File: src/rtl/nqts_pkg.sv
// ----------------------------------------------------------------------------
// nqts_pkg: note queue tone sequencer shared definitions
// Request codes, field widths, reset constants and the controller/datapath
// command and status groups.
// ----------------------------------------------------------------------------
package nqts_pkg;

  localparam int HZ_W          = 16;
  localparam int MS_W          = 16;
  localparam int NOTE_W        = HZ_W + MS_W;  // hz in upper half, ms in lower
  localparam int QCOUNT_W      = 8;
  localparam int DEF_QUEUE_DEPTH = 128;

  localparam logic [MS_W-1:0] CUR_MS_RESET = MS_W'(50);
  localparam logic [MS_W-1:0] ELAPSED_MAX  = '1;

  typedef logic [1:0] req_t;
  localparam req_t REQ_TICK   = 2'd0;
  localparam req_t REQ_APPEND = 2'd1;
  localparam req_t REQ_INSERT = 2'd2;
  localparam req_t REQ_CLEAR  = 2'd3;

  // controller -> datapath
  typedef struct packed {
    logic latch;   // capture the input word
    logic exec;    // run the request against queue state
    logic load;    // head note read data is valid, start it
    logic finish;  // capture the result word
  } nqts_cmd_t;

  // datapath -> controller
  typedef struct packed {
    logic need_load;  // tick starts a note, wait for the store read
  } nqts_sts_t;

endpackage

File: src/rtl/nqts_ctrl.sv
// ----------------------------------------------------------------------------
// nqts_ctrl: sequencer controller
// Steps each word through execute and optional head-note load, and owns the
// result valid flag.
// ----------------------------------------------------------------------------
module nqts_ctrl
  import nqts_pkg::*;
(
  input  logic      clk,
  input  logic      rst_n,
  input  logic      in_tvalid,
  output logic      in_tready,
  output logic      out_tvalid,
  input  logic      out_tready,
  input  nqts_sts_t sts,
  output nqts_cmd_t cmd
);

  localparam logic [1:0] ST_IDLE = 2'd0;
  localparam logic [1:0] ST_EXEC = 2'd1;
  localparam logic [1:0] ST_LOAD = 2'd2;

  logic [1:0] state_r, state_nxt;
  logic       out_vld_r, out_vld_nxt;
  logic       slot_free;

  assign slot_free  = !out_vld_r || out_tready;
  assign in_tready  = (state_r == ST_IDLE);
  assign out_tvalid = out_vld_r;

  always_comb begin
    cmd.latch  = in_tvalid && in_tready;
    cmd.exec   = (state_r == ST_EXEC) && slot_free;
    cmd.load   = (state_r == ST_LOAD);
    cmd.finish = (cmd.exec && !sts.need_load) || cmd.load;
  end

  always_comb begin
    state_nxt = state_r;
    case (state_r)
      ST_IDLE: begin
        if (cmd.latch) state_nxt = ST_EXEC;
      end
      ST_EXEC: begin
        if (cmd.exec) state_nxt = sts.need_load ? ST_LOAD : ST_IDLE;
      end
      ST_LOAD: begin
        state_nxt = ST_IDLE;
      end
      default: begin
        state_nxt = ST_IDLE;
      end
    endcase
  end

  always_comb begin
    if (cmd.finish) begin
      out_vld_nxt = 1'b1;
    end else if (out_tready) begin
      out_vld_nxt = 1'b0;
    end else begin
      out_vld_nxt = out_vld_r;
    end
  end

  always_ff @(posedge clk) begin
    if (!rst_n) begin
      state_r   <= ST_IDLE;
      out_vld_r <= 1'b0;
    end else begin
      state_r   <= state_nxt;
      out_vld_r <= out_vld_nxt;
    end
  end

endmodule

File: config.mk
export PLATFORM = sky130hd
export DESIGN_NAME = nqts_ctrl
export DESIGN_NICKNAME = d
export VERILOG_FILES = /design/src/rtl/nqts_pkg.sv /design/src/rtl/nqts_ctrl.sv
export SDC_FILE = /design/constraint.sdc
export NUM_CORES = 1
export LEC_CHECK = 0
export BUFFER_PORTS_ARGS = -buffer_cell sky130_fd_sc_hd__buf_4
export CAP_MARGIN = 20
export CORE_AREA = 2 2 39 41
export DETAILED_ROUTE_END_ITERATION = 16
export DIE_AREA = 0 0 41 43
export PLACE_DENSITY_LB_ADDON = 0.1
export SLEW_MARGIN = 20
export SYNTH_ARGS = -nofsm -noshare
export SYNTH_HDL_FRONTEND = slang
export SYNTH_SLANG_ARGS = --single-unit
File: constraint.sdc
create_clock -name clk -period 2.5 [get_ports clk]
set_input_delay 0.5 -clock clk [delete_from_list [all_inputs] [get_ports clk]]
set_output_delay 0.5 -clock clk [all_outputs]
set_load 0.02 [all_outputs]
==> results.txt, run 1 <==
----------------------------------------------------
[Yosys]
  Number of synthesized flops with an enable pin ... 0
  Commonest cells in the synthesized netlist ... dfxtp_1 (3), nand2b_1 (3), nor2_1 (2)
  Post-Syn Nets ... 25
  Main synth FF type ... dfxtp_1
  Yosys reg bits ... 3
  Post-synthesis share of cell area spent on full adders, half adders and majority gates ... 0%
  Xor and xnor fraction of the mapped netlist area ... 0%
  Cell area after synthesis ... 163.9 µm²
  Synthesized area per cell ... 8.195 µm²
  Dominant combinational cell family by area after synthesis ... simple AND/OR/NAND/NOR gates
  Number of warnings reported in the yosys synthesis log ... 0
  Synthesized instance count ... 20
  Synth top area cells ... dfxtp_1 (37%), nand2b_1 (11%), nand2b_2 (5.3%), o31a_1 (5.3%), buf_4 (4.6%)
  Top cell type by total area after synthesis ... dfxtp_1
  Number of distinct standard cells referenced by the synthesized netlist ... 15
  Post-synthesis mux area share ... 0%
  FFs w/ async S/R, synth ... 0%
  Portion of synthesized cell area occupied by the leading cell type ... 36.64%
  Area fraction in compound gates after synthesis ... about an eighth
  Share of the yosys chip area belonging to registers ... roughly 37%
  Post-synthesis simple-gate area fraction ... approximately 44%

[Layout]
  Area growth from synthesis to layout ... 69.47%
  Fraction of final layout cells sized beyond drive strength 1 ... a little under half
  Final core utilization ... around a fifth
  Final #Nets ... 39
  Antenna cells ... 0
  Number of fill cells in the layout ... ~170

[Floorplan]
  Core Box Area ... 0.001384 mm²
  Number of core rows ... 14
  Overall die area ... 0.001763 mm²
  Effective utilization at floorplan ... 11.84%
  Top Ports ... 11
  Die X-Extent ... roughly 40 µm
  Height of the chip ... 43 µm

[Worst setup path]
  Worst reg2reg startpoint ... state_r[0]
  Worst Path Class, Setup ... flip-flop to output port
  Data required time of the critical path ... 2000 ps
  Arrival time of the worst setup path ... ~1200 ps
  Startpoint kind of the worst setup timing path ... flip-flop
  Worst setup path startpoint ... state_r[1]
  Worst-path fanout max ... 5
  Crit. End Element ... output port

[Placed design]
  Final estimated routing congestion in global placement ... between 0.6 and 0.7
  Total of buffers placed on input and output ports ... 10
  Half-perimeter wire length after placement ... 343.6 µm

[STA]
  Unrepaired setup endpoints after global routing ... false
  Period utilisation layout ... 66.54%
  Final critical delay including setup and external delays ... approximately 1700 ps
  Maximum clock frequency ... about 0.60 GHz
  Final Hold Vio Count ... 0
  Final sum of negative setup slack ... 0 ps
  Setup violations, final ... 0
  Worst slew slack as a fraction of its limit ... between 80% and 90%
  Clock Skew ... about 0.56 ps
  Actual slew at the worst max-slew pin ... around 260 ps
  Number of pins with negative max-slew slack in the final report ... 0

[GRT]
  Total Routing Usage GR ... under 10%
  Global-route wire length before repair ... around 590 µm
  Initial antenna violation count ... 0
  Remaining global-route overflow ... 0
  Via count of the first global-routing pass ... ~170
  Largest net degree at the start of global routing ... 7

[Routing]
  Post-detailed-routing wire length ... ~410 µm
  Number of design-rule violations left by the first detailed-router iteration ... 1
  Post-detailed-route DRC marker count ... 0
  First-pass detailed-route iteration total ... 2
  Via density per instance ... 3.490
  Antenna Nets Post-Route ... 0
  Total via count after detailed routing ... between 150 and 200
  Average wire per standard cell ... 8.286 µm

[Clocking]
  Buffers inserted during post-CTS setup optimization ... 0
  Clock latency on the worst-skew pair ... around 230 ps
  CTS tree ... yes
  Reg clk slew, reported paths ... 30 ps
  Clk root buf ... clkbuf_4
  Number of clock sinks ... 3
  Number of buffers created by CTS ... 3
  CTS H-Tree Depth ... 1
  Quantity of hold-fixing buffers added after cts ... 0
  Clock buffer depth ... 2
  Cells resized by post-CTS repair ... 0

[Power]
  Power Density ... just over 600 mW/mm²
  Largest voltage drop on the vdd net ... ~130 µV
  Leak Pwr ... between 0.1 and 0.15 nW

[Flow run]
  Max Cap Viol ... 0

[Status]
  Outcome ... finished, final reports clean

[Min path]
  HP Start ... out_tvalid
  Hold crit path type ... flip-flop to flip-flop

----------------------------------------------------
state kept, by name, summed over array words and instances (netlist names):
signal	flops
out_tvalid	1
state_r	2
final timing paths:
kind	end	slack, ps	cells after the start
setup / recovery	cmd[0]	840	3
hold / removal	state_r[0]	500	2
setup reg to reg	out_tvalid	1530	3
hold reg to reg	state_r[0]	500	2
worst max-delay path: stages, from the launching register on:
cell	delay, ps
dfxtp_1	330
nand2b_1	190
o31ai_1	230
buf_4	190
layer usage:
metal	part of all wire (%)	vias up	global-route usage [%]
li1	-	92	-
met1	35	75	4.808
met2	56	4	7.500
met3	7.6	0	1.571
met4	0	0	10.00
met5	0	-	0
layout make-up:
class	count	area, µm²	area share, %
clock buffer	4	26.28	9.459
multi-input combinational	15	92.59	33.33
inverter	1	3.754	1.351
timing repair buffer	10	75.07	27.03
sequential	3	60.06	21.62
tap	16	20.02	7.207
cells by family after synthesis:
family / Yosys count
compound gates: 3
buf+inv: 2
flops: 3
simple gates: 12
placed cells by master, fill, tap and decap left out:
| cell | n |
|---|---|
| a21oi_1 | 1 |
| o31ai_1 | 1 |
| and2_1 | 1 |
| o31a_1 | 1 |
| dfxtp_1 | 3 |
| nand2b_2 | 1 |
| nand2b_1 | 3 |
| nor3b_1 | 1 |
| clkbuf_4 | 3 |
| clkbuf_1 | 1 |
| buf_4 | 10 |
| inv_2 | 1 |
| nor2b_1 | 1 |
| nor2_1 | 2 |
| nor3_1 | 1 |
| nand3b_1 | 1 |
| nand2_1 | 1 |
report_power, final:
group / switching [mW] / total (mW) / leakage [nW] / internal (mW)
Clock: 0.0229 / 0.0826 / 0.0150 / 0.0597
Combinational: 0.0161 / 0.0326 / 0.0874 / 0.0165
Sequential: 0.00234 / 0.0529 / 0.0246 / 0.0505
metrics by stage:
| stage | std cells | instance area [µm²] | setup slack (ps) | power [mW] | hold slack, ps |
|---|---|---|---|---|---|
| after floorplan | 20 | 163.9 | 1056 | 0.07130 | 491.1 |
| after global placement | 45 | 251.5 | 860.7 | 0.08660 | 493.9 |
| after detailed placement | 45 | 251.5 | 868.3 | 0.08672 | 494.4 |
| after CTS | 49 | 277.8 | 825.4 | 0.1751 | 502.3 |
| after global routing | 49 | 277.8 | 774.0 | 0.1776 | 520.0 |
| final | 49 | 277.8 | 836.6 | 0.1680 | 497.0 |
(Power assumes the default switching activity.)
==> run 2, diff against run 1 <==
Clock period 2.5 ns to 1.55 ns, I/O delays scaled along.
==> run 2 against run 1 <==
Net effect:
- die area stayed put
- non-clock buffer count did not move
- routed wire length increased by 2.2%
- sequential share of layout area decreased by 0.38 points
- first-iteration DRC count increased to 4.0 times the previous value
- worst hold slack got worse by 170 ps
- critical endpoint unchanged
- largest cell class unchanged
- count of clock-buffer cells in the layout unchanged
==> results.txt, run 2 (synthesis results as in run 1) <==
----------------------------------------------------
[Status]
  Outcome ... finished, final reports clean (unchanged)

[Power]
  Leak Pwr ... 0.1295 nW (was 0.1270 nW)
  Final Power ... 273.9 µW (was 168.0 µW)
  Largest voltage drop on the vdd net ... 251.1 µV (was 132.7 µV)
  Power Density ... 968.5 mW/mm² (was 604.9 mW/mm²)

[Placed design]
  Final estimated routing congestion in global placement ... 0.6674 (was 0.6273)
  Worst slack, placed ... 311.2 ps (was 868.3 ps)
  Post-placement cell area ... 251.5 µm² (unchanged)
  Total of buffers placed on input and output ports ... 10 (unchanged)

[Min path]
  End point of the most critical hold path ... out_tvalid (was state_r[0])
  Hold crit path type ... input pin to flip-flop (was flip-flop to flip-flop)
  Worst hold path depth ... 2 (unchanged)
  HP Start ... rst_n (was out_tvalid)

[Layout]
  Register bank with the most flops ... state_r (unchanged)
  Final #Nets ... 39 (unchanged)
  Most frequent cells in the layout ... buf_4 (10), nand2b_1 (3), clkbuf_4 (3), dfxtp_1 (3), nor2_1 (2) (unchanged)
  Fraction of final layout cells sized beyond drive strength 1 ... 48.48% (was 45.45%)
  Most frequent standard cell in the layout excluding fill and tap cells ... buf_4 (unchanged)
  Antenna cells ... 0 (unchanged)
  Max reg flops ... 2 (unchanged)
  Area growth from synthesis to layout ... 72.52% (was 69.47%)
  Number of fill cells in the layout ... 167 (was 172)
  Cell area after layout ... 282.8 µm² (was 277.8 µm²)

[Worst setup path]
  Worst reg2reg startpoint ... state_r[0] (unchanged)
  Startpoint kind of the worst setup timing path ... flip-flop (unchanged)
  Critical Path, Cell by Cell ... nor2b_1 > o31ai_2 > buf_4 (was nand2b_1 > o31ai_1 > buf_4)
  Worst path top cell family by delay ... flip-flops (unchanged)
  Crit. End Element ... output port (unchanged)
  Worst Path Class, Setup ... flip-flop to output port (unchanged)
  Critical path's largest stage delay ... 340 ps (was 330 ps)
  Cell with the largest stage delay on the worst path ... dfxtp_1 (unchanged)
  Register-to-register setup slack ... 560 ps (was 1530 ps)
  Worst-path fanout max ... 4 (was 5)
  Capture instance of the worst register-to-register path ... out_tvalid (unchanged)
  Arrival time of the worst setup path ... 1140 ps (was 1160 ps)
  Count of buffer and inverter cells on the critical path ... 1 (unchanged)
  Data required time of the critical path ... 1240 ps (was 2000 ps)
  Depth of the worst register-to-register path ... 3 (unchanged)

[GRT]
  Remaining global-route overflow ... 0 (unchanged)
  Total Routing Usage GR ... 6.006% (was 5.717%)
  Largest net degree at the start of global routing ... 7 (unchanged)
  Initial antenna violation count ... 0 (unchanged)
  Via count of the first global-routing pass ... 180 (was 165)
  Global-route wire length before repair ... 634 µm (was 593 µm)

[Clocking]
  Reg clk slew, reported paths ... 40 ps (was 30 ps)
  Clock latency on the worst-skew pair ... 230 ps (about the same)
  CTS tree ... yes (unchanged)
  Clock buffer depth ... 2 (unchanged)
  Number of clock sinks ... 3 (unchanged)
  Clk root buf ... clkbuf_4 (unchanged)
  Buffers inserted during post-CTS setup optimization ... 0 (unchanged)
  Number of buffers created by CTS ... 3 (unchanged)
  CTS H-Tree Depth ... 1 (unchanged)
  Quantity of hold-fixing buffers added after cts ... 0 (unchanged)

[STA]
  Clock Skew ... 0.8199 ps (was 0.5586 ps)
  Maximum clock frequency ... slightly below 0.7 GHz
  Post-layout worst setup margin ... 99.50 ps (was 836.6 ps)
  Final sum of negative setup slack ... 0 ps (unchanged)
  Worst slew slack as a fraction of its limit ... 79.32% (was 82.54%)
  Actual slew at the worst max-slew pin ... 309.5 ps (was 261.3 ps)
  Setup violations, final ... 0 (unchanged)
  Final Hold Vio Count ... 0 (unchanged)
  Unrepaired setup endpoints after global routing ... false (unchanged)
  Period utilisation layout ... 93.58%
  Number of pins with negative max-slew slack in the final report ... 0 (unchanged)
  Final critical delay including setup and external delays ... around 1500 ps

[Routing]
  Routed wire length on met3 ... 24 µm (was 31 µm)
  Met2 Wirelength ... 222 µm (was 229 µm)
  Via density per instance ... 3.592 (was 3.490)
  First-pass detailed-route iteration total ... 3 (was 2)
  Number of design-rule violations left by the first detailed-router iteration ... 4 (was 1)
  Antenna Nets Post-Route ... 0 (unchanged)
  Average wire per standard cell ... 8.469 µm (was 8.286 µm)
  Uppermost layer routed ... met3 (unchanged)
  Post-detailed-route DRC marker count ... 0 (unchanged)
  Routed metal-1 wire length ... 168 µm (was 144 µm)
  Post-detailed-routing wire length ... 415 µm (was 406 µm)
  Total via count after detailed routing ... 176 (was 171)

[Floorplan]
  Effective utilization at floorplan ... 11.84% (unchanged)
  Overall die area ... 0.001763 mm² (unchanged)
  Top Ports ... 11 (unchanged)
  Die X-Extent ... 41 µm (unchanged)
  Core Box Area ... 0.001384 mm² (unchanged)
  Number of core rows ... 14 (unchanged)
  Height of the chip ... 43 µm (unchanged)

[Flow run]
  Max Cap Viol ... 0 (unchanged)

----------------------------------------------------
run 2: cell counts in the layout (fill, tap and decap cells not counted):
Identical to the previous run, type by type.
run 2: where the power goes:
| part | switching [mW] | leakage, nW | internal (mW) |
|---|---|---|---|
| Sequential | 0.00395 | 0.0246 | 0.0814 |
| Clock | 0.0385 | 0.0150 | 0.0964 |
| Combinational | 0.0265 | 0.0900 | 0.0271 |
run 2: how the worst max path moves through the flow:
stage / slack, ps / to / start / cells past startpoint
final: 100 / cmd[0] / out_tvalid / 3
after global routing: 20 / cmd[2] / out_tvalid / 3
after CTS: 90 / cmd[0] / state_r[1] / 3
after detailed placement: 310 / cmd[0] / out_tready / 4
after global placement: 340 / cmd[0] / out_tready / 4
after floorplan: 300 / cmd[3] / state_r[1] / 2
run 2: worst reg2reg max path, delay by kind of cell, from the launching register on:
kind / cells / cell delay (ps)
simple gates: 1 / 170
flops: 1 / 380
compound gates: 1 / 280
buf+inv: 1 / 40
run 2: final cells by class:
| cell class | instances | area (µm²) | share of cell area (%) |
|---|---|---|---|
| multi-input cells | 15 | 97.59 | 34.51 |
| well taps | 16 | 20.02 | 7.080 |
| inverters | 1 | 3.754 | 1.327 |
| clock buffers | 4 | 26.28 | 9.292 |
| repair buffers | 10 | 75.07 | 26.55 |
| flip-flops and latches | 3 | 60.06 | 21.24 |
run 2: through the flow:
step | cells | hold slack (ps) | utilization, %
6_report | 49 | 330.7 | 20.43
5_1_grt | 49 | 325.7 | 20.43
4_1_cts | 49 | 326.1 | 20.07
3_5_place_dp | 45 | 499.6 | 18.17
3_3_place_gp | 45 | 503.8 | 18.17
2_1_floorplan | 20 | 428.3 | -
run 2: routing by layer:
metal | vias to the layer above | global-route usage, %
met4 | 0 | 8.000
met2 | 4 | 7.187
li1 | 93 | -
met5 | - | 0
met1 | 79 | 6.051
met3 | 0 | 3.141
run 2: what timing repair did:
action                     CTS  global route
setup endpoints to repair    0             1
hold endpoints to repair     0             0
gates resized for setup      0             1
